<file path="src/rtl/pp_pkg.sv">
// Shared types and constants for the polygon perimeter block.
`default_nettype none
package pp_pkg;

	// Vertex limit and the count width it needs (count runs 0..MAX_VERTICES)
	localparam int MAX_VERTICES = 128;
	localparam int CNT_W        = $clog2(MAX_VERTICES + 1);
	localparam int MIN_VERTICES = 3;

	// Coordinate, difference, square and root widths
	localparam int COORD_W   = 16;
	localparam int MAG_W     = 16;
	localparam int SQ_W      = 2 * MAG_W;
	localparam int SUMSQ_W   = SQ_W + 1;
	localparam int RAD_W     = 35;
	localparam int ROOT_W    = 17;
	localparam int SUM_W     = 24;
	localparam int ROOT_STEPS = (RAD_W + 1) / 2;

	typedef enum logic [1:0] {
		ST_OK   = 2'd0,
		ST_FEW  = 2'd1,
		ST_MANY = 2'd2
	} status_t;

	typedef struct packed {
		logic signed [COORD_W-1:0] x_coord;
		logic signed [COORD_W-1:0] y_coord;
		logic                      last_vertex;
	} in_word_t;

	typedef struct packed {
		logic [SUM_W-1:0] perimeter;
		status_t          status;
	} out_word_t;

	// Controller to datapath commands
	typedef struct packed {
		logic load_in;
		logic first_load;
		logic set_ovf;
		logic square;
		logic sel_close;
		logic sum;
		logic root_start;
		logic acc;
		logic advance;
		logic out_load;
	} dp_cmd_t;

	// Datapath to controller status
	typedef struct packed {
		logic cnt_zero;
		logic cnt_full;
		logic ovf;
		logic few;
		logic last;
		logic root_busy;
	} dp_stat_t;

endpackage
`default_nettype wire

</file>
<file path="src/rtl/pp_sqrt.sv">
// Bit-serial integer square root, two radicand bits per cycle.
`default_nettype none
module pp_sqrt (
	input  wire logic                      clk,
	input  wire logic                      arst_n,
	input  wire logic                      start,
	input  wire logic [pp_pkg::RAD_W-1:0]  radicand,
	output logic                           busy,
	output logic [pp_pkg::ROOT_W-1:0]      root
);
	import pp_pkg::*;

	logic [RAD_W-1:0] rem_q;
	logic [RAD_W-1:0] res_q;
	logic [RAD_W-1:0] bit_q;
	logic [RAD_W:0]   trial;
	logic             take;

	// Try subtracting the current partial root plus the bit under test
	assign trial = {1'b0, res_q} + {1'b0, bit_q};
	assign take  = ({1'b0, rem_q} >= trial);

	assign busy = (bit_q != '0);
	assign root = res_q[ROOT_W-1:0];

	always_ff @(posedge clk or negedge arst_n) begin
		if (!arst_n) begin
			bit_q <= '0;
		end else if (start) begin
			bit_q <= RAD_W'(1) << (2 * (ROOT_STEPS - 1));
		end else if (busy) begin
			bit_q <= bit_q >> 2;
		end
	end

	// Advance remainder and root one step per cycle
	always_ff @(posedge clk) begin
		if (start) begin
			rem_q <= radicand;
			res_q <= '0;
		end else if (busy) begin
			if (take) begin
				rem_q <= rem_q - trial[RAD_W-1:0];
				res_q <= (res_q >> 1) + bit_q;
			end else begin
				res_q <= res_q >> 1;
			end
		end
	end

endmodule
`default_nettype wire

</file>
<file path="src/rtl/pp_datapath.sv">
// Vertex registers, edge length arithmetic, running sum and result register.
`default_nettype none
module pp_datapath (
	input  wire logic              clk,
	input  wire logic              arst_n,
	input  wire pp_pkg::in_word_t  in_data,
	input  wire pp_pkg::dp_cmd_t   cmd,
	output pp_pkg::dp_stat_t       stat,
	output pp_pkg::out_word_t      out_data
);
	import pp_pkg::*;

	in_word_t                  vin_q;
	logic signed [COORD_W-1:0] first_x_q, first_y_q, prev_x_q, prev_y_q;
	logic [CNT_W-1:0]          count_q;
	logic [SUM_W-1:0]          sum_q;
	logic                      ovf_q;
	logic [SQ_W-1:0]           sqx_q, sqy_q;
	logic [SUMSQ_W-1:0]        sumsq_q;
	out_word_t                 out_q;

	logic signed [COORD_W-1:0] op_x, op_y;
	logic [MAG_W-1:0]          mag_x, mag_y;
	logic                      root_busy;
	logic [ROOT_W-1:0]         root;
	logic [SUM_W:0]            acc_sum;
	status_t                   st;

	function automatic logic [MAG_W-1:0] abs_diff(
		input logic signed [COORD_W-1:0] a,
		input logic signed [COORD_W-1:0] b
	);
		logic [COORD_W:0] d;
		logic [COORD_W:0] m;
		d = {a[COORD_W-1], a} - {b[COORD_W-1], b};
		m = d[COORD_W] ? (~d + 1'b1) : d;
		return m[MAG_W-1:0];
	endfunction

	// Hold the accepted word
	always_ff @(posedge clk) begin
		if (cmd.load_in) begin
			vin_q <= in_data;
		end
	end

	// Edge is previous vertex to either the new vertex or the first one
	assign op_x  = cmd.sel_close ? first_x_q : vin_q.x_coord;
	assign op_y  = cmd.sel_close ? first_y_q : vin_q.y_coord;
	assign mag_x = abs_diff(prev_x_q, op_x);
	assign mag_y = abs_diff(prev_y_q, op_y);

	// Square, then add
	always_ff @(posedge clk) begin
		if (cmd.square) begin
			sqx_q <= mag_x * mag_x;
			sqy_q <= mag_y * mag_y;
		end
		if (cmd.sum) begin
			sumsq_q <= {1'b0, sqx_q} + {1'b0, sqy_q};
		end
	end

	pp_sqrt u_sqrt (
		.clk      (clk),
		.arst_n   (arst_n),
		.start    (cmd.root_start),
		.radicand (RAD_W'(sumsq_q)),
		.busy     (root_busy),
		.root     (root)
	);

	// Saturating add of the edge length
	assign acc_sum = {1'b0, sum_q} + (SUM_W + 1)'(root);

	// Polygon state; loading a result clears it for the next polygon
	always_ff @(posedge clk or negedge arst_n) begin
		if (!arst_n) begin
			first_x_q <= '0;
			first_y_q <= '0;
			prev_x_q  <= '0;
			prev_y_q  <= '0;
			count_q   <= '0;
			sum_q     <= '0;
			ovf_q     <= 1'b0;
		end else if (cmd.out_load) begin
			first_x_q <= '0;
			first_y_q <= '0;
			prev_x_q  <= '0;
			prev_y_q  <= '0;
			count_q   <= '0;
			sum_q     <= '0;
			ovf_q     <= 1'b0;
		end else begin
			if (cmd.first_load) begin
				first_x_q <= vin_q.x_coord;
				first_y_q <= vin_q.y_coord;
				prev_x_q  <= vin_q.x_coord;
				prev_y_q  <= vin_q.y_coord;
				count_q   <= CNT_W'(1);
			end
			if (cmd.advance) begin
				prev_x_q <= vin_q.x_coord;
				prev_y_q <= vin_q.y_coord;
				count_q  <= count_q + 1'b1;
			end
			if (cmd.set_ovf) begin
				ovf_q <= 1'b1;
			end
			if (cmd.acc) begin
				sum_q <= acc_sum[SUM_W] ? '1 : acc_sum[SUM_W-1:0];
			end
		end
	end

	// Too many vertices wins over too few
	always_comb begin
		if (ovf_q) begin
			st = ST_MANY;
		end else if (count_q < CNT_W'(MIN_VERTICES)) begin
			st = ST_FEW;
		end else begin
			st = ST_OK;
		end
	end

	// Result register
	always_ff @(posedge clk) begin
		if (cmd.out_load) begin
			out_q.status    <= st;
			out_q.perimeter <= (st == ST_OK) ? sum_q : '0;
		end
	end

	assign out_data       = out_q;
	assign stat.cnt_zero  = (count_q == '0);
	assign stat.cnt_full  = (count_q == CNT_W'(MAX_VERTICES));
	assign stat.ovf       = ovf_q;
	assign stat.few       = (count_q < CNT_W'(MIN_VERTICES));
	assign stat.last      = vin_q.last_vertex;
	assign stat.root_busy = root_busy;

endmodule
`default_nettype wire

</file>
<file path="src/rtl/pp_ctrl.sv">
// Sequencer for vertex intake, edge length steps and result handoff.
`default_nettype none
module pp_ctrl (
	input  wire logic             clk,
	input  wire logic             arst_n,
	input  wire logic             in_valid,
	output logic                  in_ready,
	output logic                  out_valid,
	input  wire logic             out_ready,
	input  wire pp_pkg::dp_stat_t stat,
	output pp_pkg::dp_cmd_t       cmd
);
	import pp_pkg::*;

	typedef enum logic [7:0] {
		S_IDLE  = 8'b0000_0001,
		S_DISP  = 8'b0000_0010,
		S_SUM   = 8'b0000_0100,
		S_START = 8'b0000_1000,
		S_ROOT  = 8'b0001_0000,
		S_ACC   = 8'b0010_0000,
		S_FIN   = 8'b0100_0000,
		S_OUT   = 8'b1000_0000
	} state_t;

	state_t state_q, state_d;
	logic   close_q, close_d;
	logic   out_valid_q;
	logic   out_free;

	assign out_free  = !out_valid_q || out_ready;
	assign in_ready  = (state_q == S_IDLE);
	assign out_valid = out_valid_q;

	always_comb begin
		state_d = state_q;
		close_d = close_q;
		cmd     = '0;
		case (state_q)
			S_IDLE: begin
				if (in_valid) begin
					cmd.load_in = 1'b1;
					state_d     = S_DISP;
				end
			end
			// Drop, start a polygon, or measure the edge to the new vertex
			S_DISP: begin
				if (stat.cnt_full) begin
					cmd.set_ovf = 1'b1;
					state_d     = stat.last ? S_FIN : S_IDLE;
				end else if (stat.cnt_zero) begin
					cmd.first_load = 1'b1;
					state_d        = stat.last ? S_FIN : S_IDLE;
				end else begin
					cmd.square = 1'b1;
					state_d    = S_SUM;
				end
			end
			S_SUM: begin
				cmd.sum = 1'b1;
				state_d = S_START;
			end
			S_START: begin
				cmd.root_start = 1'b1;
				state_d        = S_ROOT;
			end
			S_ROOT: begin
				if (!stat.root_busy) begin
					state_d = S_ACC;
				end
			end
			S_ACC: begin
				cmd.acc = 1'b1;
				if (close_q) begin
					state_d = S_OUT;
				end else begin
					cmd.advance = 1'b1;
					state_d     = stat.last ? S_FIN : S_IDLE;
				end
			end
			// Errors go straight out; otherwise measure the closing edge
			S_FIN: begin
				if (stat.ovf || stat.few) begin
					state_d = S_OUT;
				end else begin
					cmd.square    = 1'b1;
					cmd.sel_close = 1'b1;
					close_d       = 1'b1;
					state_d       = S_SUM;
				end
			end
			S_OUT: begin
				if (out_free) begin
					cmd.out_load = 1'b1;
					close_d      = 1'b0;
					state_d      = S_IDLE;
				end
			end
			default: begin
				state_d = S_IDLE;
				close_d = 1'b0;
			end
		endcase
	end

	always_ff @(posedge clk or negedge arst_n) begin
		if (!arst_n) begin
			state_q     <= S_IDLE;
			close_q     <= 1'b0;
			out_valid_q <= 1'b0;
		end else begin
			state_q <= state_d;
			close_q <= close_d;
			if (cmd.out_load) begin
				out_valid_q <= 1'b1;
			end else if (out_ready) begin
				out_valid_q <= 1'b0;
			end
		end
	end

endmodule
`default_nettype wire

</file>
<file path="src/rtl/polygon_perimeter.sv">
// Top level of the polygon perimeter block.
//
// Vertices enter one word at a time as signed Q7.8 x and y. The word flagged
// last_vertex closes the polygon and yields one result word: the perimeter in
// unsigned Q16.8 (saturating at all ones) with status ok, too few vertices
// (fewer than three) or too many (more than MAX_VERTICES, extra vertices being
// dropped). On an error the perimeter reads zero. Each edge length is the
// floored square root of dx*dx + dy*dy, found by a shared unit that works
// through the radicand two bits at a time. After an accepted word the input
// stays busy through the dispatch step and, for a vertex that adds an edge,
// through the square, sum, root and accumulate steps. The last vertex then
// also measures the closing edge (skipped on an error) and loads the result
// register, a load that waits while the previous result word is not taken.
// A finished result waits in that register while the next vertex is already
// taken in.
`default_nettype none
module polygon_perimeter (
	input  wire logic              clk,
	input  wire logic              arst_n,
	input  wire logic              in_valid,
	output logic                   in_ready,
	input  wire pp_pkg::in_word_t  in_data,
	output logic                   out_valid,
	input  wire logic              out_ready,
	output pp_pkg::out_word_t      out_data
);
	import pp_pkg::*;

	dp_cmd_t  cmd;
	dp_stat_t stat;

	pp_ctrl u_ctrl (
		.clk       (clk),
		.arst_n    (arst_n),
		.in_valid  (in_valid),
		.in_ready  (in_ready),
		.out_valid (out_valid),
		.out_ready (out_ready),
		.stat      (stat),
		.cmd       (cmd)
	);

	pp_datapath u_dp (
		.clk      (clk),
		.arst_n   (arst_n),
		.in_data  (in_data),
		.cmd      (cmd),
		.stat     (stat),
		.out_data (out_data)
	);

endmodule
`default_nettype wire

</file>
<file path="config.mk">
export PLATFORM = sky130hd
export DESIGN_NAME = polygon_perimeter
export DESIGN_NICKNAME = d
export VERILOG_FILES = /design/src/rtl/pp_pkg.sv /design/src/rtl/pp_sqrt.sv /design/src/rtl/pp_datapath.sv /design/src/rtl/pp_ctrl.sv /design/src/rtl/polygon_perimeter.sv
export SDC_FILE = /design/constraint.sdc
export NUM_CORES = 2
export LEC_CHECK = 0
export BUFFER_PORTS_ARGS = -buffer_cell sky130_fd_sc_hd__buf_2
export CAP_MARGIN = 10
export CORE_MARGIN = 2
export CORE_UTILIZATION = 59
export DETAILED_ROUTE_END_ITERATION = 7
export GPL_TIMING_DRIVEN = 0
export PLACE_DENSITY_LB_ADDON = 0.3
export SLEW_MARGIN = 10
export SYNTH_ARGS = -nofsm -noshare
export SYNTH_HDL_FRONTEND = slang
export SYNTH_SLANG_ARGS = --single-unit
</file>
<file path="constraint.sdc">
create_clock -name clk -period 10.2 [get_ports clk]
set_input_delay 2.04 -clock clk [delete_from_list [all_inputs] [get_ports clk]]
set_output_delay 2.04 -clock clk [all_outputs]
set_load 0.02 [all_outputs]
</file>
; Word level (Yosys, flattened, before mapping)
; Index checks and enable logic that the tools add are counted.
[word_totals]
regBits = 368
[op_classes]
n_addsub = 10
n_mul = 2
n_lt_le_gt_ge = 2
eq_ne = 13
muxes = 59
bitwise_logic = 3
n_reduce_logical = 18
[ops]
columns = cell, count
row1 = $mux 16, 12
row2 = $mux 35, 3
row3 = $mux 33, 3
row4 = $mux 8, 10
row5 = $mux 24, 3
row6 = $mul 16x16->32, 2
row7 = $pmux 8 s8, 1
row8 = $add 35x35->36, 1
row9 = $ge 35x36->1, 1
row10 = $add 34x35->35, 1
row11 = $reduce_bool 35->1, 1
row12 = $sub 35x35->35, 1
row13 = $sub 16x16->17, 2
row14 = $add 32x32->33, 1
row15 = $add 16x1->16 const B, 2
row16 = $not 16->16, 2
row17 = $add 24x17->25, 1
row18 = $mux 1, 20
row19 = $eq 8x8->1 const B, 2
row20 = $reduce_bool 2->1, 6
row21 = $add 8x1->8 const B, 1
row22 = $eq 8x1->1 const B, 1
row23 = $eq 8x2->1 const B, 1
row24 = $eq 8x3->1 const B, 1
row25 = other kinds (20), 28

; Logic depth before layout (Yosys ltp)
[depth]
depth_word = 10
mapped_depth = 44
depth_no_buf = 42

; By module
; A second synthesis with hierarchy kept.
[unflattened]
hier_cells = 3847
area_unflattened_um2 = 36122.1
[modules_own_cells]
columns = module, n_inst, cells_each, area_per_inst_um2
row1 = pp_datapath, 1, 2849, 27655.3
row2 = pp_sqrt, 1, 920, 7744.9
row3 = pp_ctrl, 1, 78, 721.9

; Worst setup path before layout
; No wires, ideal clock.
[synth_path]
path_kind = register to register
from = reg u_ctrl.state_q[4]
to = reg u_dp.sqx_q[31] (data pin)
setup_ns = 0.265
t_arrival_ns = 10.412
required_time_ns = 9.935
path_slack_ns = -0.476
stages_incl_launch_ff = 39
n_path_buf = 2
cell_sequence = dfrtp_1 > nor4_1 > nand2_1 > nor3b_1 > and2_1 > clkbuf_1 > buf_1 > mux2i_1 > ha_1 > nor2b_1 > o31a_1 > or2_0 > a211o_1 > a2111oi_2 > a21oi_1 > xor2_1 > inv_2 > nor2_1 > [3 not listed] > fa_1 > inv_1 > fa_1 > inv_1 > fa_1 > fa_1 > inv_1 > fa_1 > inv_1 > ha_1 > nand4_1 > o21ai_0 > a211oi_1 > o31ai_1 > a41oi_1 > a2111oi_0 > a311oi_1 > xnor2_1
[synth_between]
elab_chain_cells = 8
[synth_lines]
columns = element, line_no
row1 = "start, declared", pp_ctrl.sv:26  ; state_t state_q, state_d;
row2 = "start signal, assigned", pp_ctrl.sv:112  ; state_q <= state_d;
row3 = $eq 8x7->1 *, pp_ctrl.sv:39  ; case (state_q)
row4 = $mux 1 *, pp_ctrl.sv:39
row5 = $mux 16 *, pp_datapath.sv:48  ; assign op_x = cmd.sel_close ? first_x_q : vin_q.x_coord;
row6 = $sub 16x16->17 *, pp_datapath.sv:35  ; d = {a[COORD_W-1], a} - {b[COORD_W-1], b};
row7 = $not 16->16, pp_datapath.sv:36  ; m = d[COORD_W] ? (~d + 1'b1) : d;
row8 = $add 16x1->16, pp_datapath.sv:36
row9 = $mux 16 *, pp_datapath.sv:36
row10 = $mul 16x16->32 *, pp_datapath.sv:56  ; sqx_q <= mag_x * mag_x;
row11 = "end signal, assigned", pp_datapath.sv:56
row12 = "end, declared", pp_datapath.sv:18  ; logic [SQ_W-1:0] sqx_q, sqy_q;
; Every way passes the cells marked *; elsewhere a longest branch is shown, timed or not.
; A chain may end at the register's enable or synchronous reset.

; Final worst setup path
[layout_path]
from = reg u_dp.count_q[5]
to = reg u_dp.sqy_q[30] (data pin)
[layout_between]
elab_chain_cells = 10
[layout_lines]
columns = element, line_no
row1 = "start, declared", pp_datapath.sv:15  ; logic [CNT_W-1:0] count_q;
row2 = "start signal, assigned", pp_datapath.sv:105  ; count_q <= count_q + 1'b1;
row3 = $lt 8x2->1 *, pp_datapath.sv:139  ; assign stat.few = (count_q < CNT_W'(MIN_VERTICES));
row4 = $logic_or 1x1->1 *, pp_ctrl.sv:83  ; if (stat.ovf || stat.few) begin
row5 = $mux 2 *, pp_ctrl.sv:83
row6 = $mux 1 *, pp_ctrl.sv:39
row7 = $mux 16 *, pp_datapath.sv:49  ; assign op_y = cmd.sel_close ? first_y_q : vin_q.y_coord;
row8 = $sub 16x16->17 *, pp_datapath.sv:35
row9 = $not 16->16, pp_datapath.sv:36
row10 = $add 16x1->16, pp_datapath.sv:36
row11 = $mux 16 *, pp_datapath.sv:36
row12 = $mul 16x16->32 *, pp_datapath.sv:57  ; sqy_q <= mag_y * mag_y;
row13 = "end signal, assigned", pp_datapath.sv:57
row14 = "end, declared", pp_datapath.sv:18
; Marks and branches as above.

==> results.cfg <==
[outcome]
outcome = finished with violations
violations = setup timing

[clocking]
cts.sinks = 349
hold_buffers = 0
clockBufferDepth = 3
clk_pin_slew_ns = 0.06
cts_tree = built
numCtsBuffers = 40
clk-insertion-delay-late_ns = 0.60
cts.htree.levels = 2
cts-root-buf = clkbuf_16

[global_route]
grt_usage_pct = 28.83
grt_pass1_vias = 27504
grt_start_max_net_pins = 72
grt_pass1_wl_um = 141000
overflow = 0
antenna_found_initial = 5

[sta]
layout_min_cycle_time_ns = 10.36
rsz0062_at_grt = true
setup_violations = 5
hold_viol = 0
fin_ws_ns = -0.1648
final.period_utilization_pct = 101.6
fmaxAchievable_mhz = 96.48
slew_headroom_pct = 12.40
skew_ns = 0.03565
tns_ns = -0.5957
worst_slew_pin_slew_ns = 1.304
slew_viol_final = 0

[setup_path]
cp.arrival_ns = 10.68
worst_path_largest_cell_delay_ns = 0.55
ff2ff_path_depth = 39
worstPathMaxFanout = 8
worstPathRequired_ns = 10.51
crit_type = reg -> reg
critPathBufInv = 5
endpoint_kind = register
r2r-start = u_dp.count_q[5]
critPathTopFamily = adder cells
ff2ff_setup_slack_ns = -0.16
r2r-end = u_dp.sqy_q[30]
start_kind = register
worst_path_most_repeated_cell = fa_1
crit_slowest_cell = or4_4

[cells_and_area]
num-nets-final = 4728
drive_gt1_share_pct = 14.65
fillerInstances = 4199
synthToLayoutAreaGrowth_pct = 16.04
final_area_mm2 = 0.04072
regArea_mm2 = 0.009487
multi_input_area_mm2 = 0.02487

[synthesis]
synth.area.mux_share_pct = 1.430
async_reset_ff_share_pct = 35.82
synth_area_leader_cell = fa_1
avgSynthCellArea_um2 = 9.321
synth_compound_area_share_pct = 13.39
ys_warn_count = 0
yosysSeqAreaShare_pct = 27.03
synth_cell_types = 87
synthTopCellsByArea = fa_1, edfxtp_1, ha_1
synth.top_cell.area_share_pct = 18.82
synth-edff-count = 187
synth.net_count = 4481
syn_inst = 3765
ys_seq_elements = 349
synthFlopType = edfxtp_1
synth-xor-area-share_pct = 5.904
syn-cell-area_mm2 = 0.03509
synthAdderAreaFrac_pct = 31.27
synthSimpleGateAreaFrac_pct = 14.03
synth_top_family_by_area = adder cells

[placement]
hpwl_um = 66780
gp_congestion = 0.9458
place_area_mm2 = 0.03652
portBuffers = 64

[drt]
met3_length_um = 7189
route.detailed.wl_per_inst_um = 19.66
m1WireLength_um = 37930
drc = 0
drtIter0Drc = 2336
top_layer_used = met5
avgViaCountPerCell = 5.967
wirelength_um = 94670
vias = 28736
firstDrtPassIters = 6
detail-route-antenna-nets = 0
wl_met2_um = 45230

[hold_path]
holdCritStartpoint = u_dp.u_sqrt.res_q[34]
hold_path_class = reg -> reg
hold-path-endpoint = u_dp.u_sqrt.res_q[34]
worstHoldPathCells = 2

[floorplan]
ios = 65
rows = 89
fp.dieH_um = 247.9
die_area_mm2 = 0.06145
core-area_mm2 = 0.05891
die_w_um = 247.9
start_util_pct = 59.58

[flow_run]
maxCapViolCount = 0
==> cell usage after synthesis, types with 10 or more instances <==
master	n
nor2b_1	27
xor2_1	102
and3_1	13
o31ai_1	19
xnor2_1	125
o21a_1	35
nand4_1	18
and2_1	55
nand2b_1	39
a211oi_1	47
dfrtp_1	124
o211ai_1	16
dfxtp_1	37
or3_1	17
or2_2	22
nand3b_1	19
nor4_1	10
a21o_1	73
a31oi_1	38
ha_1	349
nand2_1	376
clkbuf_1	87
o21ai_0	157
edfxtp_1	187
nor3_1	60
o21bai_1	34
inv_1	534
a21oi_1	219
nand3_1	58
mux2i_1	40
nor2_1	327
fa_1	330
==> per-stage QoR <==
stage	cells	hold WS, ns	utilization, %	worst slack [ns]
floorplan	3765	0.4493	-	0.01190
global placement	4602	0.4690	61.85	-2.169
detailed placement	4604	0.4776	61.99	-2.271
CTS	4715	0.4866	65.90	-0.04112
global route	4816	0.5147	69.13	-0.3912
finish	4816	0.4881	69.13	-0.1648
==> layout make-up <==
| cell class | count | share of cell area, % |
|---|---|---|
| buffer | 97 | 1.244 |
| clock inverter | 23 | 0.6237 |
| inverter | 548 | 5.146 |
| tap | 773 | 2.375 |
| sequential | 349 | 23.29 |
| timing repair buffer | 206 | 3.656 |
| clock buffer | 49 | 2.593 |
| antenna | 1 | 0.006145 |
| multi-input combinational | 2770 | 61.06 |
==> layout by cell type, fill, tap and decap left out, types with 69 or more instances in the layout <==
cell	instances
inv_1	517
a21o_1	73
nand2_1	365
a21oi_1	194
nor2_1	305
dfrtp_1	123
xnor2_1	106
buf_2	69
xor2_1	86
clkbuf_1	78
edfxtp_1	187
ha_1	320
fa_1	318
o21ai_0	142
buf_4	133
==> sequential cells by signal, summed over array words and instances, names as in the netlist, 18 cells and up <==
name,count
u_dp.u_sqrt.rem_q,35
u_dp.u_sqrt.res_q,35
u_dp.sumsq_q,33
u_dp.vin_q,32
u_dp.sqx_q,31
u_dp.sqy_q,31
u_dp.out_data,26
u_dp.sum_q,24
u_dp.u_sqrt.bit_q,18
==> repair_timing <==
item | CTS | global route
endpoints found under the setup margin | 42 | 30
gates resized for setup | 148 | 262
pin swaps | 26 | 138
gates cloned | 0 | 2
buffers inserted | 41 | 98
==> cells by family after synthesis <==
logic type,count (synthesis)
adder cells (fa/ha/maj),679
flip-flops,349
AND/OR/NAND/NOR,1076
AO/OA/AOI/OAI,734
XOR/XNOR,231
buffers and inverters,647
multiplexers,49
==> how the worst max path moves through the flow <==
stage / slack, ns / depth (start not counted) / start / end
after floorplan: 0.01 / 37 / u_ctrl.state_q[4] / u_dp.sqx_q[31]
after global placement: -2.17 / 38 / u_dp.count_q[0] / u_dp.sqx_q[31]
after detailed placement: -2.27 / 38 / u_dp.count_q[0] / u_dp.sqx_q[31]
after CTS: -0.04 / 39 / u_dp.count_q[4] / u_dp.sqy_q[30]
after global routing: -0.39 / 42 / u_dp.count_q[2] / u_dp.sqy_q[30]
final: -0.16 / 39 / u_dp.count_q[5] / u_dp.sqy_q[30]
==> worst register-to-register path: cells and delay by family (launching register included) <==
family,cells,cell delay (ns)
buffers and inverters,5,0.58
adders and majority gates,8,3.59
and+or+nand+nor,10,2.28
AOI/OAI and AO/OA,12,2.52
muxes,1,0.18
DFF,1,0.38
xor gates and xnor gates,3,0.55
==> routing by layer <==
metal  up-vias  global-route usage [%]
met4         8                   9.933
met2      1249                   47.80
li1      13154                       -
met5         -                       0
met3       331                   3.947
met1     13994                   39.00
Power is not shown: default switching activity piles up to over one toggle a cycle in this logic, so the estimate is an artifact.
